### src/hdl/sise_pkg.sv
// ----------------------------------------------------------------------------
// Small integer set engine package
// Shared constants, opcode codes and the queue entry type.
// ----------------------------------------------------------------------------
`default_nettype none
package sise_pkg;

  localparam int unsigned SET_DEPTH_DEF = 16;
  localparam int unsigned OP_W          = 4;
  localparam int unsigned VAL_W         = 32;

  // Operation codes.
  localparam logic [OP_W-1:0] OP_INSERT   = 4'd0;
  localparam logic [OP_W-1:0] OP_REMOVE   = 4'd1;
  localparam logic [OP_W-1:0] OP_CONTAINS = 4'd2;
  localparam logic [OP_W-1:0] OP_CLEAR    = 4'd3;
  localparam logic [OP_W-1:0] OP_COMPARE  = 4'd4;
  localparam logic [OP_W-1:0] OP_UNION    = 4'd5;
  localparam logic [OP_W-1:0] OP_DIFF     = 4'd6;
  localparam logic [OP_W-1:0] OP_INTER    = 4'd7;
  localparam logic [OP_W-1:0] OP_SYMDIFF  = 4'd8;
  localparam logic [OP_W-1:0] OP_COPY     = 4'd9;

  // Status codes.
  localparam logic [1:0] ST_OK     = 2'd0;
  localparam logic [1:0] ST_DUP    = 2'd1;
  localparam logic [1:0] ST_ABSENT = 2'd2;
  localparam logic [1:0] ST_FULL   = 2'd3;

  // One classified command travelling from front to back.
  typedef struct packed {
    logic [OP_W-1:0]  op;
    logic             tgt;
    logic [VAL_W-1:0] val;
  } cmd_t;

endpackage
`default_nettype wire

### src/hdl/sise_ram.sv
// ----------------------------------------------------------------------------
// Generic RAM
// One write port, one read port, registered read data.
// ----------------------------------------------------------------------------
`default_nettype none
module sise_ram #(
  parameter int unsigned WIDTH = 32,
  parameter int unsigned DEPTH = 16
) (
  input  wire logic                     clk,
  input  wire logic                     we,
  input  wire logic [$clog2(DEPTH)-1:0] waddr,
  input  wire logic [WIDTH-1:0]         wdata,
  input  wire logic [$clog2(DEPTH)-1:0] raddr,
  output logic      [WIDTH-1:0]         rdata
);

  logic [WIDTH-1:0] mem_r [DEPTH];

  // Write port and registered read port.
  always_ff @(posedge clk) begin
    if (we) begin
      mem_r[waddr] <= wdata;
    end
    rdata <= mem_r[raddr];
  end

endmodule
`default_nettype wire

### src/hdl/sise_front.sv
// ----------------------------------------------------------------------------
// Set engine front end
// Accepts command beats and holds them in a two-entry queue for the back end.
// ----------------------------------------------------------------------------
`default_nettype none
module sise_front (
  input  wire logic                                       clk,
  input  wire logic                                       rst_n,
  input  wire logic                                       push,
  output logic                                            full,
  input  wire logic                                       tgt,
  input  wire logic [sise_pkg::OP_W-1:0]                  op,
  input  wire logic [sise_pkg::VAL_W-1:0]                 val,
  output logic                                            cmd_valid,
  output sise_pkg::cmd_t                                  cmd,
  input  wire logic                                       cmd_take
);

  sise_pkg::cmd_t q_r [2];
  logic           rd_ptr_r, rd_ptr_nxt, wr_ptr_r, wr_ptr_nxt;
  logic [1:0]     cnt_r, cnt_nxt;
  logic           do_push, do_pop;

  assign full      = (cnt_r == 2'd2);
  assign cmd_valid = (cnt_r != 2'd0);
  assign cmd       = q_r[rd_ptr_r];
  assign do_push   = push && !full;
  assign do_pop    = cmd_take && cmd_valid;

  // Pointer and fill arithmetic.
  always_comb begin
    wr_ptr_nxt = do_push ? ~wr_ptr_r : wr_ptr_r;
    rd_ptr_nxt = do_pop ? ~rd_ptr_r : rd_ptr_r;
    cnt_nxt    = cnt_r + {1'b0, do_push} - {1'b0, do_pop};
  end

  always_ff @(posedge clk) begin
    if (!rst_n) begin
      wr_ptr_r <= 1'b0;
      rd_ptr_r <= 1'b0;
      cnt_r    <= 2'd0;
    end else begin
      wr_ptr_r <= wr_ptr_nxt;
      rd_ptr_r <= rd_ptr_nxt;
      cnt_r    <= cnt_nxt;
    end
  end

  // Queue storage.
  always_ff @(posedge clk) begin
    if (do_push) begin
      q_r[wr_ptr_r] <= '{op: op, tgt: tgt, val: val};
    end
  end

  assert property (@(posedge clk) disable iff (!rst_n) cnt_r != 2'd3)
    else $error("front queue count out of range");
  assert property (@(posedge clk) disable iff (!rst_n)
    (cnt_r == 2'd0) |-> (rd_ptr_r == wr_ptr_r))
    else $error("empty queue with unequal pointers");
  assert property (@(posedge clk) disable iff (!rst_n)
    (cnt_r == 2'd2) |-> (rd_ptr_r == wr_ptr_r))
    else $error("full queue with unequal pointers");

endmodule
`default_nettype wire

### src/hdl/sise_back.sv
// ----------------------------------------------------------------------------
// Set engine back end
// Sequences one command at a time over the two set stores with a single
// comparator, and pushes results into a two-entry output queue.
// ----------------------------------------------------------------------------
`default_nettype none
module sise_back #(
  parameter int unsigned SET_DEPTH = sise_pkg::SET_DEPTH_DEF
) (
  input  wire logic                          clk,
  input  wire logic                          rst_n,
  input  wire logic                          cmd_valid,
  input  wire sise_pkg::cmd_t                cmd,
  output logic                               cmd_take,
  output logic                               out_empty,
  input  wire logic                          out_pop,
  output logic signed [sise_pkg::VAL_W-1:0]  out_element,
  output logic                               out_element_valid,
  output logic [1:0]                         out_status,
  output logic [4:0]                         out_set_size,
  output logic                               out_is_equal,
  output logic                               out_is_subset,
  output logic                               out_is_proper_subset,
  output logic                               out_is_superset,
  output logic                               out_is_proper_superset,
  output logic                               out_last
);

  localparam int unsigned AW = $clog2(SET_DEPTH);
  localparam int unsigned CW = $clog2(SET_DEPTH + 1);
  localparam int unsigned MAXO = 32;

  typedef struct packed {
    logic [sise_pkg::VAL_W-1:0] element;
    logic                       element_valid;
    logic [1:0]                 status;
    logic [4:0]                 set_size;
    logic [4:0]                 flags;
    logic                       last;
  } res_t;

  // One-hot sequencer states.
  typedef enum logic [10:0] {
    S_IDLE   = 11'b000_0000_0001,
    S_OUTER  = 11'b000_0000_0010,
    S_ORD    = 11'b000_0000_0100,
    S_OGET   = 11'b000_0000_1000,
    S_SRD    = 11'b000_0001_0000,
    S_SCMP   = 11'b000_0010_0000,
    S_DECIDE = 11'b000_0100_0000,
    S_KEEP   = 11'b000_1000_0000,
    S_MV     = 11'b001_0000_0000,
    S_MVW    = 11'b010_0000_0000,
    S_FIN    = 11'b100_0000_0000
  } state_t;

  state_t state_r, state_nxt;

  sise_pkg::cmd_t             c_r, c_nxt;
  logic [CW-1:0]              cnt_r [2];
  logic [CW-1:0]              cnt_nxt [2];
  logic [CW-1:0]              i_r, i_nxt, j_r, j_nxt;
  logic                       x_r, x_nxt;     // set being walked (outer)
  logic                       pass_r, pass_nxt;
  logic                       hit_r, hit_nxt;
  logic                       fl_sub_r, fl_sub_nxt, fl_sup_r, fl_sup_nxt;
  logic [5:0]                 nout_r, nout_nxt;
  logic [sise_pkg::VAL_W-1:0] key_r, key_nxt;
  logic                       held_r, held_nxt;
  logic [sise_pkg::VAL_W-1:0] held_v_r, held_v_nxt;
  logic [1:0]                 st_r, st_nxt;

  // RAM ports.
  logic                       we [2];
  logic [AW-1:0]              waddr [2];
  logic [sise_pkg::VAL_W-1:0] wdata [2];
  logic [AW-1:0]              raddr [2];
  logic [sise_pkg::VAL_W-1:0] rdata [2];

  for (genvar g = 0; g < 2; g++) begin : g_store
    sise_ram #(.WIDTH(sise_pkg::VAL_W), .DEPTH(SET_DEPTH)) u_ram (
      .clk(clk), .we(we[g]), .waddr(waddr[g]), .wdata(wdata[g]),
      .raddr(raddr[g]), .rdata(rdata[g])
    );
  end

  // Output queue of two result beats.
  res_t       oq_r [2];
  logic [1:0] ocnt_r;
  logic       ord_r, owr_r;
  logic       opush;
  res_t       opush_d;
  logic       opop;
  logic       oroom;

  assign oroom     = (ocnt_r != 2'd2);
  assign out_empty = (ocnt_r == 2'd0);
  assign opop      = out_pop && !out_empty;
  assign {out_element, out_element_valid, out_status, out_set_size,
          out_is_equal, out_is_subset, out_is_proper_subset, out_is_superset,
          out_is_proper_superset, out_last} = oq_r[ord_r];

  always_ff @(posedge clk) begin
    if (!rst_n) begin
      ocnt_r <= 2'd0;
      ord_r  <= 1'b0;
      owr_r  <= 1'b0;
    end else begin
      ocnt_r <= ocnt_r + {1'b0, opush} - {1'b0, opop};
      if (opush) owr_r <= ~owr_r;
      if (opop) ord_r <= ~ord_r;
    end
  end

  always_ff @(posedge clk) begin
    if (opush) oq_r[owr_r] <= opush_d;
  end

  logic                       t, o, xs, ys;
  logic [CW-1:0]              cx, cy;
  logic [sise_pkg::VAL_W-1:0] rx, ry;
  logic [4:0]                 tsz;
  logic                       stream;
  logic [sise_pkg::OP_W-1:0]  opc;

  assign t   = c_r.tgt;
  assign o   = ~c_r.tgt;
  assign opc = c_r.op;
  assign xs  = x_r;
  assign ys  = ~x_r;
  assign cx  = cnt_r[xs];
  assign cy  = cnt_r[ys];
  assign rx  = rdata[xs];
  assign ry  = rdata[ys];
  assign tsz = 5'(cnt_r[t]);
  assign stream = (opc == sise_pkg::OP_UNION) || (opc == sise_pkg::OP_DIFF) ||
                  (opc == sise_pkg::OP_INTER) || (opc == sise_pkg::OP_SYMDIFF);

  // Sequencer: a command walks its outer set x and, per element, scans the
  // other set y for a match, one comparison per visit of S_SRD and S_SCMP.
  // Single-value commands only scan the target, which is then y.
  always_comb begin
    state_nxt  = state_r;
    c_nxt      = c_r;
    cnt_nxt    = cnt_r;
    i_nxt      = i_r;
    j_nxt      = j_r;
    x_nxt      = x_r;
    pass_nxt   = pass_r;
    hit_nxt    = hit_r;
    fl_sub_nxt = fl_sub_r;
    fl_sup_nxt = fl_sup_r;
    nout_nxt   = nout_r;
    key_nxt    = key_r;
    held_nxt   = held_r;
    held_v_nxt = held_v_r;
    st_nxt     = st_r;
    cmd_take   = 1'b0;
    opush      = 1'b0;
    opush_d    = '0;
    for (int k = 0; k < 2; k++) begin
      we[k]    = 1'b0;
      waddr[k] = '0;
      wdata[k] = '0;
      raddr[k] = '0;
    end
    raddr[xs] = i_r[AW-1:0];
    raddr[ys] = j_r[AW-1:0];

    case (state_r)
      S_IDLE: begin
        if (cmd_valid) begin
          cmd_take   = 1'b1;
          c_nxt      = cmd;
          i_nxt      = '0;
          j_nxt      = '0;
          hit_nxt    = 1'b0;
          nout_nxt   = '0;
          held_nxt   = 1'b0;
          st_nxt     = sise_pkg::ST_OK;
          fl_sub_nxt = 1'b1;
          fl_sup_nxt = 1'b1;
          pass_nxt   = 1'b0;
          x_nxt      = cmd.tgt;
          key_nxt    = cmd.val;
          case (cmd.op)
            sise_pkg::OP_INSERT, sise_pkg::OP_REMOVE, sise_pkg::OP_CONTAINS: begin
              x_nxt     = ~cmd.tgt;
              state_nxt = S_SRD;
            end
            sise_pkg::OP_COPY: begin
              x_nxt     = ~cmd.tgt;
              state_nxt = S_OUTER;
            end
            sise_pkg::OP_COMPARE, sise_pkg::OP_UNION, sise_pkg::OP_DIFF,
            sise_pkg::OP_INTER, sise_pkg::OP_SYMDIFF: state_nxt = S_OUTER;
            default: state_nxt = S_FIN;
          endcase
        end
      end

      // Fetch the next outer element, or finish this pass.
      S_OUTER: begin
        if (i_r >= cx) begin
          if ((opc == sise_pkg::OP_COMPARE || opc == sise_pkg::OP_SYMDIFF ||
               opc == sise_pkg::OP_UNION) && !pass_r) begin
            pass_nxt = 1'b1;
            x_nxt    = ~x_r;
            i_nxt    = '0;
          end else begin
            state_nxt = S_FIN;
          end
        end else begin
          state_nxt = S_ORD;
        end
      end

      // The read of outer element i is in flight.
      S_ORD: state_nxt = S_OGET;

      S_OGET: begin
        key_nxt = rx;
        j_nxt   = '0;
        hit_nxt = 1'b0;
        if (opc == sise_pkg::OP_COPY) begin
          we[ys]    = 1'b1;
          waddr[ys] = i_r[AW-1:0];
          wdata[ys] = rx;
          i_nxt     = i_r + 1'b1;
          state_nxt = S_OUTER;
        end else if (opc == sise_pkg::OP_UNION && !pass_r) begin
          // Every target element belongs to the union.
          state_nxt = S_KEEP;
        end else begin
          state_nxt = S_SRD;
        end
      end

      // Scan y for the key; the read of entry j lands in S_SCMP.
      S_SRD: begin
        if (j_r >= cy) begin
          state_nxt = S_DECIDE;
        end else begin
          state_nxt = S_SCMP;
        end
      end

      S_SCMP: begin
        if (ry == key_r) begin
          hit_nxt   = 1'b1;
          state_nxt = S_DECIDE;
        end else begin
          j_nxt     = j_r + 1'b1;
          state_nxt = S_SRD;
        end
      end

      S_DECIDE: begin
        if (opc == sise_pkg::OP_INSERT) begin
          if (hit_r) st_nxt = sise_pkg::ST_DUP;
          else if (cnt_r[t] >= CW'(SET_DEPTH)) st_nxt = sise_pkg::ST_FULL;
          else begin
            we[t]      = 1'b1;
            waddr[t]   = cnt_r[t][AW-1:0];
            wdata[t]   = key_r;
            cnt_nxt[t] = cnt_r[t] + 1'b1;
          end
          state_nxt = S_FIN;
        end else if (opc == sise_pkg::OP_CONTAINS) begin
          st_nxt    = hit_r ? sise_pkg::ST_OK : sise_pkg::ST_ABSENT;
          state_nxt = S_FIN;
        end else if (opc == sise_pkg::OP_REMOVE) begin
          if (!hit_r) begin
            st_nxt    = sise_pkg::ST_ABSENT;
            state_nxt = S_FIN;
          end else begin
            state_nxt = S_MV;
          end
        end else if (opc == sise_pkg::OP_COMPARE) begin
          if (!hit_r) begin
            if (pass_r) fl_sup_nxt = 1'b0;
            else fl_sub_nxt = 1'b0;
          end
          i_nxt     = i_r + 1'b1;
          state_nxt = S_OUTER;
        end else begin
          // Streamed: keep the element when membership matches the operation.
          if ((opc == sise_pkg::OP_INTER) ? hit_r : !hit_r) begin
            state_nxt = S_KEEP;
          end else begin
            i_nxt     = i_r + 1'b1;
            state_nxt = S_OUTER;
          end
        end
      end

      // The newest kept element is held back so that it can carry the final
      // mark; the one it replaces leaves as an ordinary beat.
      S_KEEP: begin
        if (nout_r >= 6'(MAXO)) begin
          i_nxt     = i_r + 1'b1;
          state_nxt = S_OUTER;
        end else if (!held_r || oroom) begin
          if (held_r) begin
            opush   = 1'b1;
            opush_d = '{element: held_v_r, element_valid: 1'b1,
                        status: sise_pkg::ST_OK, set_size: tsz,
                        flags: 5'd0, last: 1'b0};
          end
          held_nxt   = 1'b1;
          held_v_nxt = key_r;
          nout_nxt   = nout_r + 6'd1;
          i_nxt      = i_r + 1'b1;
          state_nxt  = S_OUTER;
        end
      end

      // Remove: close the gap at j, reading entry j+1 ahead of its move.
      S_MV: begin
        if (CW'(j_r + 1'b1) >= cnt_r[t]) begin
          cnt_nxt[t] = cnt_r[t] - 1'b1;
          state_nxt  = S_FIN;
        end else begin
          raddr[ys] = AW'(j_r + 1'b1);
          state_nxt = S_MVW;
        end
      end

      S_MVW: begin
        we[ys]    = 1'b1;
        waddr[ys] = j_r[AW-1:0];
        wdata[ys] = ry;
        j_nxt     = j_r + 1'b1;
        state_nxt = S_MV;
      end

      // Final beat of this command.
      S_FIN: begin
        if (oroom) begin
          opush = 1'b1;
          if (stream && held_r) begin
            opush_d = '{element: held_v_r, element_valid: 1'b1,
                        status: sise_pkg::ST_OK, set_size: tsz,
                        flags: 5'd0, last: 1'b1};
          end else begin
            opush_d = '{element: '0, element_valid: 1'b0, status: st_r,
                        set_size: tsz, flags: 5'd0, last: 1'b1};
            case (opc)
              sise_pkg::OP_CLEAR: begin
                opush_d.set_size = 5'd0;
                cnt_nxt[t]       = '0;
              end
              sise_pkg::OP_COPY: begin
                opush_d.set_size = 5'(cnt_r[o]);
                cnt_nxt[t]       = cnt_r[o];
              end
              sise_pkg::OP_COMPARE: begin
                opush_d.flags = {fl_sub_r && cnt_r[t] == cnt_r[o], fl_sub_r,
                                 fl_sub_r && cnt_r[t] < cnt_r[o], fl_sup_r,
                                 fl_sup_r && cnt_r[t] > cnt_r[o]};
              end
              default: ;
            endcase
          end
          state_nxt = S_IDLE;
        end
      end

      default: state_nxt = S_IDLE;
    endcase
  end

  always_ff @(posedge clk) begin
    if (!rst_n) begin
      state_r  <= S_IDLE;
      cnt_r[0] <= '0;
      cnt_r[1] <= '0;
      x_r      <= 1'b0;
      held_r   <= 1'b0;
    end else begin
      state_r  <= state_nxt;
      cnt_r[0] <= cnt_nxt[0];
      cnt_r[1] <= cnt_nxt[1];
      x_r      <= x_nxt;
      held_r   <= held_nxt;
    end
  end

  always_ff @(posedge clk) begin
    c_r      <= c_nxt;
    i_r      <= i_nxt;
    j_r      <= j_nxt;
    pass_r   <= pass_nxt;
    hit_r    <= hit_nxt;
    fl_sub_r <= fl_sub_nxt;
    fl_sup_r <= fl_sup_nxt;
    nout_r   <= nout_nxt;
    key_r    <= key_nxt;
    held_v_r <= held_v_nxt;
    st_r     <= st_nxt;
  end

  assert property (@(posedge clk) disable iff (!rst_n) ocnt_r != 2'd3)
    else $error("result queue overflow");
  assert property (@(posedge clk) disable iff (!rst_n)
    opush |-> (ocnt_r != 2'd2))
    else $error("result pushed into a full queue");
  assert property (@(posedge clk) disable iff (!rst_n)
    cnt_r[0] <= CW'(SET_DEPTH) && cnt_r[1] <= CW'(SET_DEPTH))
    else $error("set count beyond depth");
  assert property (@(posedge clk) disable iff (!rst_n)
    cmd_take |-> (state_r == S_IDLE))
    else $error("command taken while busy");
  assert property (@(posedge clk) disable iff (!rst_n) $onehot(state_r))
    else $error("sequencer state not one-hot");

endmodule
`default_nettype wire

### src/hdl/small_integer_set_engine_core.sv
// ----------------------------------------------------------------------------
// Small integer set engine
// Two small insertion-ordered sets with membership and set algebra.
// ----------------------------------------------------------------------------
// Usage: command beats enter through push/full (opcode, target set,
// operand value) into a two-entry command queue. A sequencer works on one
// command at a time and writes result beats into a two-entry result queue,
// read through empty/pop. Every command gives one result beat, or
// for union, difference, intersection and symmetric difference one beat per
// element (at most 32), the final one marked by out_last.
// A search compares the key with the stored elements one at a time; remove
// then closes the gap by moving each later entry down one place. Compare and
// the streamed operations (union only on its second pass) search the other
// set once per walked element, all through the single comparator. Commands
// run one at a time; the next starts once the previous final beat has
// entered the result queue.
// When the receiver stalls, the result queue fills and the sequencer waits;
// the command queue then fills and full rises.
// Reset empties both queues and both sets; store contents are not cleared.
// ----------------------------------------------------------------------------
`default_nettype none
module small_integer_set_engine_core #(
  parameter int unsigned SET_DEPTH = sise_pkg::SET_DEPTH_DEF
) (
  input  wire logic               clk,
  input  wire logic               rst_n,
  input  wire logic               push,
  output logic                    full,
  input  wire logic [3:0]         in_opcode,
  input  wire logic               in_target_set,
  input  wire logic signed [31:0] in_operand_value,
  output logic                    empty,
  input  wire logic               pop,
  output logic signed [31:0]      out_element,
  output logic                    out_element_valid,
  output logic [1:0]              out_status,
  output logic [4:0]              out_set_size,
  output logic                    out_is_equal,
  output logic                    out_is_subset,
  output logic                    out_is_proper_subset,
  output logic                    out_is_superset,
  output logic                    out_is_proper_superset,
  output logic                    out_last
);

  logic           cmd_valid, cmd_take;
  sise_pkg::cmd_t cmd;

  sise_front u_front (
    .clk(clk), .rst_n(rst_n), .push(push), .full(full),
    .tgt(in_target_set), .op(in_opcode), .val(in_operand_value),
    .cmd_valid(cmd_valid), .cmd(cmd), .cmd_take(cmd_take)
  );

  sise_back #(.SET_DEPTH(SET_DEPTH)) u_back (
    .clk(clk), .rst_n(rst_n), .cmd_valid(cmd_valid), .cmd(cmd),
    .cmd_take(cmd_take), .out_empty(empty), .out_pop(pop),
    .out_element(out_element), .out_element_valid(out_element_valid),
    .out_status(out_status), .out_set_size(out_set_size),
    .out_is_equal(out_is_equal), .out_is_subset(out_is_subset),
    .out_is_proper_subset(out_is_proper_subset),
    .out_is_superset(out_is_superset),
    .out_is_proper_superset(out_is_proper_superset), .out_last(out_last)
  );

endmodule
`default_nettype wire

### config.mk
export PLATFORM = sky130hd
export DESIGN_NAME = small_integer_set_engine_core
export DESIGN_NICKNAME = d
export VERILOG_FILES = /design/src/hdl/sise_pkg.sv /design/src/hdl/sise_ram.sv /design/src/hdl/sise_front.sv /design/src/hdl/sise_back.sv /design/src/hdl/small_integer_set_engine_core.sv
export SDC_FILE = /design/constraint.sdc
export NUM_CORES = 2
export LEC_CHECK = 0
export BUFFER_PORTS_ARGS = -buffer_cell sky130_fd_sc_hd__buf_4
export CORE_ASPECT_RATIO = 1.75
export CORE_MARGIN = 5
export CORE_UTILIZATION = 35
export CTS_CLUSTER_DIAMETER = 80
export DETAILED_ROUTE_END_ITERATION = 8
export PLACE_DENSITY = 0.46
export RECOVER_POWER = 100
export SLEW_MARGIN = 25
export SYNTH_ARGS = -nofsm -noshare
export SYNTH_HDL_FRONTEND = slang
export SYNTH_SLANG_ARGS = --single-unit
### constraint.sdc
create_clock -name clk -period 7.1 [get_ports clk]
set_input_delay 1.42 -clock clk [delete_from_list [all_inputs] [get_ports clk]]
set_output_delay 1.42 -clock clk [all_outputs]
set_load 0.02 [all_outputs]
==> results.json <==
{
  "synth_fa_ha_area_share_pct": 0.666,
  "die_h_um": 539,
  "rsz0062_at_grt": "false",
  "syn_area_mm2": 0.0560,
  "pwr-share-clk_pct": 27.5,
  "fin_nets": 4095,
  "synth-compound-area-share_pct": 12.4,
  "ir_drop_v": 0.000386,
  "htree_levels": 4,
  "cts-hold-fix-buffers": 0,
  "setup_violations": 0,
  "worstPathRequired_ps": 7490,
  "final_antenna_net_count": 0,
  "synth_xor_area_share_pct": 0.986,
  "gr-total-overflow": 0,
  "critPathSlowestCell": "nor4_1",
  "drc_errors": 0,
  "min_period_over_period_pct": 84.8,
  "final-hold-violation-count": 0,
  "synthSimpleGateAreaFrac_pct": 7.06,
  "numCtsBuffers": 137,
  "intPower_mw": 16.8,
  "drt_iter0_drc": 2929,
  "fmax_ghz": 0.166,
  "cts_tree": "done",
  "postCtsSetupRepairBufs": 0,
  "p_leak_nw": 22.9,
  "setup_tns_ps": 0,
  "syn_inst": 3953,
  "wl_mm": 168,
  "cts.path.max_buffers": 3,
  "synth_common_cells": "1281 x edfxtp_1, 560 x nand2_1, 467 x a21oi_1",
  "cp_data_arrival_time_ps": 6410,
  "max_stage_delay_ps": 1060,
  "switching_power_mw": 10.3,
  "p_sw_share_pct": 38.1,
  "synthFlopType": "edfxtp_1",
  "gp_congestion": 0.832,
  "yosysSeqAreaShare_pct": 72.2,
  "min_path_type": "reg2reg",
  "dp_hpwl_mm": 106,
  "pwr-share-comb_pct": 34.8,
  "die_w_um": 312,
  "cts_root_buf": "clkbuf_16",
  "pwr-share-seq_pct": 37.7,
  "synthesis.nets": 4023,
  "synth_top_cells_by_area": "edfxtp_1 69%, a21oi_1 4.2%, nand2_1 3.8%",
  "reg2reg_slack_ps": 1080,
  "start_util_pct": 35.1,
  "dieArea_mm2": 0.168,
  "avgRoutedWirePerCell_um": 27.1,
  "slew_violations": 334,
  "violations": "capacitance limit, slew limit",
  "crit_chain": "nor4_1 > nand3_1 > nor3b_1 > buf_4 > and2_2 > nand2_1 > nand2_1 > nand3_1 > nor2_4 > clkbuf_2",
  "viasPerCell": 5.46,
  "ys_seq_elements": 1378,
  "first_global_vias": 33926,
  "grt_max_degree": 114,
  "synthMuxAreaShare_pct": 4.09,
  "numPortBuffers": 88,
  "syn_area_per_cell_um2": 14.2,
  "yosysWarningCount": 0,
  "antenna_found_initial": 6,
  "synthDominantCellAreaShare_pct": 68.7,
  "synthArstFlopShare_pct": 0,
  "end_kind": "flip-flop",
  "max_slew_margin_pct": -109,
  "area.growth.synth_to_final_pct": 14.0,
  "io_pins": 89,
  "yosysMostFrequentCell": "edfxtp_1",
  "fin_worst_hold_slack_ps": 514,
  "maxCapViolCount": 11,
  "first_pass_iters": 8,
  "path_class": "reg2reg",
  "clk_pin_slew_worst_paths_ps": 60,
  "fin_skew_ps": 33.6,
  "clock_sinks": 1378,
  "grt_pass1_wl_mm": 242,
  "core-area_mm2": 0.159,
  "drive_gt1_share_pct": 10.7,
  "cts_resized": 0,
  "fin_crit_ps": 6020,
  "startpoint_type": "flip-flop",
  "grt_use_total_pct": 19.4,
  "cp_max_fo": 36,
  "synth_edf_count": 1281,
  "tightest_slew_ps": 3130,
  "yosysTopAreaCell": "edfxtp_1",
  "p_per_area_mw_per_mm2": 426,
  "floorplan.rows": 194,
  "status": "finished with violations",
  "synth_top_family_by_area": "compound AO/OA/AOI/OAI gates",
  "netlist-cell-type-count": 72,
  "clk_latency_ps": 790,
  "vias": 33877
}
## registers in the layout, summed over array words and instances (netlist names), 2 cells and up, named ones only
signal	flops
u_back.g_store.u_ram.rdata	64
u_back.g_store.u_ram.mem_r	1024
u_back.key_r	32
u_back.opc	4
u_back.ocnt_r	2
u_back.i_r	5
u_back.nout_r	6
u_back.st_r	2
u_back.state_r	11
u_back.held_v_r	32
u_front.q_r	74
u_back.oq_r	92
u_back.j_r	5
u_front.cnt_r	2
u_back.cnt_r	2
## final timing paths
kind | from | to | depth (start not counted)
min | u_back.owr_r$_SDFFE_PN0P_ | u_back.owr_r$_SDFFE_PN0P_ | 2
min reg2reg | u_back.owr_r$_SDFFE_PN0P_ | u_back.owr_r$_SDFFE_PN0P_ | 2
max | u_back.state_r[4]$_SDFFE_PN0P_ | u_back.g_store[0].u_ram.mem_r[2][28]$_DFFE_PP_ | 10
max reg2reg | u_back.state_r[4]$_SDFFE_PN0P_ | u_back.g_store[0].u_ram.mem_r[2][28]$_DFFE_PP_ | 10
## layout by cell type, fill, tap and decap left out, types with 10 or more instances in the layout
| master | Yosys | final |
|---|---|---|
| xor2_1 | 13 | 13 |
| clkinv_1 | 0 | 18 |
| nor2b_1 | 42 | 42 |
| bufinv_16 | 0 | 11 |
| nor3_1 | 14 | 13 |
| nor2_4 | 0 | 34 |
| a221o_1 | 32 | 32 |
| edfxtp_1 | 1281 | 1281 |
| and3_1 | 12 | 11 |
| and2_0 | 0 | 38 |
| nand2_1 | 560 | 559 |
| ha_1 | 29 | 29 |
| clkbuf_1 | 164 | 94 |
| inv_1 | 89 | 89 |
| clkbuf_4 | 0 | 23 |
| clkbuf_2 | 1 | 10 |
| o221ai_1 | 33 | 33 |
| xnor2_1 | 50 | 50 |
| nor4_1 | 16 | 15 |
| a21oi_1 | 467 | 467 |
| a211oi_1 | 38 | 38 |
| clkbuf_8 | 0 | 17 |
| o21ai_0 | 20 | 21 |
| a222oi_1 | 66 | 66 |
| a22o_1 | 67 | 67 |
| dfxtp_1 | 97 | 97 |
| nand2b_1 | 16 | 16 |
| mux2_1 | 0 | 21 |
| buf_12 | 0 | 14 |
| mux2i_1 | 161 | 161 |
| buf_4 | 7 | 89 |
| mux2_2 | 56 | 35 |
| a22oi_1 | 131 | 131 |
| a21o_1 | 34 | 34 |
| clkinv_2 | 0 | 20 |
| nor2_1 | 104 | 70 |
| a32oi_1 | 31 | 31 |
| a311o_1 | 32 | 32 |
| nand3_1 | 51 | 51 |
| clkbuf_16 | 0 | 142 |
## worst max-delay path: cells and delay by family, from the launching register on
kind                   cells  cell delay [ps]
and+or+nand+nor            8             4270
buffers and inverters      2              990
DFF                        1              340
## per-layer routing
metal	share of wire (%)	global-route usage [%]	routed length (um)
met1	39	23.3	66300
met2	54	36.1	89900
met3	3.8	2.36	6330
met4	3.2	5.90	5440
met5	0	0	0
## kinds of logic (layout without fill, tap and decap cells)
logic type / after synthesis / count (layout)
DFF: 1378 / 1378
buffers and inverters: 357 / 542
adders and majority gates: 30 / 30
AOI/OAI and AO/OA: 1011 / 1011
other: 0 / 4
muxes: 219 / 219
xor gates and xnor gates: 63 / 63
and+or+nand+nor: 895 / 895
## final cells by class
cell class,instances,area (um2)
timing repair buffer,201,1440
clock buffer,189,3900
fill,14793,95500
antenna,4,10.0
sequential,1378,40400
inverter,89,334
tap,2058,2570
multi-input combinational,2218,14400
clock inverter,63,716
## stage by stage
| step | worst slack [ps] | instance area, um2 | util (%) | total power [mW] | instances |
|---|---|---|---|---|---|
| floorplan | 1960 | 56000 | - | 16.3 | 3953 |
| global placement | 1850 | 59400 | 37.3 | 20.0 | 5940 |
| detailed placement | 1850 | 59500 | 37.4 | 20.0 | 5943 |
| CTS | 1820 | 64100 | 40.3 | 27.6 | 6195 |
| global route | 835 | 63800 | 40.0 | 28.5 | 6198 |
| finish | 1080 | 63800 | 40.0 | 27.1 | 6200 |
## power groups by stage
stage	Clock (mW)	Combinational [mW]	Sequential, mW
3_3_place_gp	0	9.59	10.4
3_5_place_dp	0	9.63	10.4
4_1_cts	7.66	9.67	10.2
5_1_grt	7.97	10.3	10.3
2_1_floorplan	0	6.47	9.82
6_report	7.48	9.44	10.2
(Power assumes the default switching activity.)
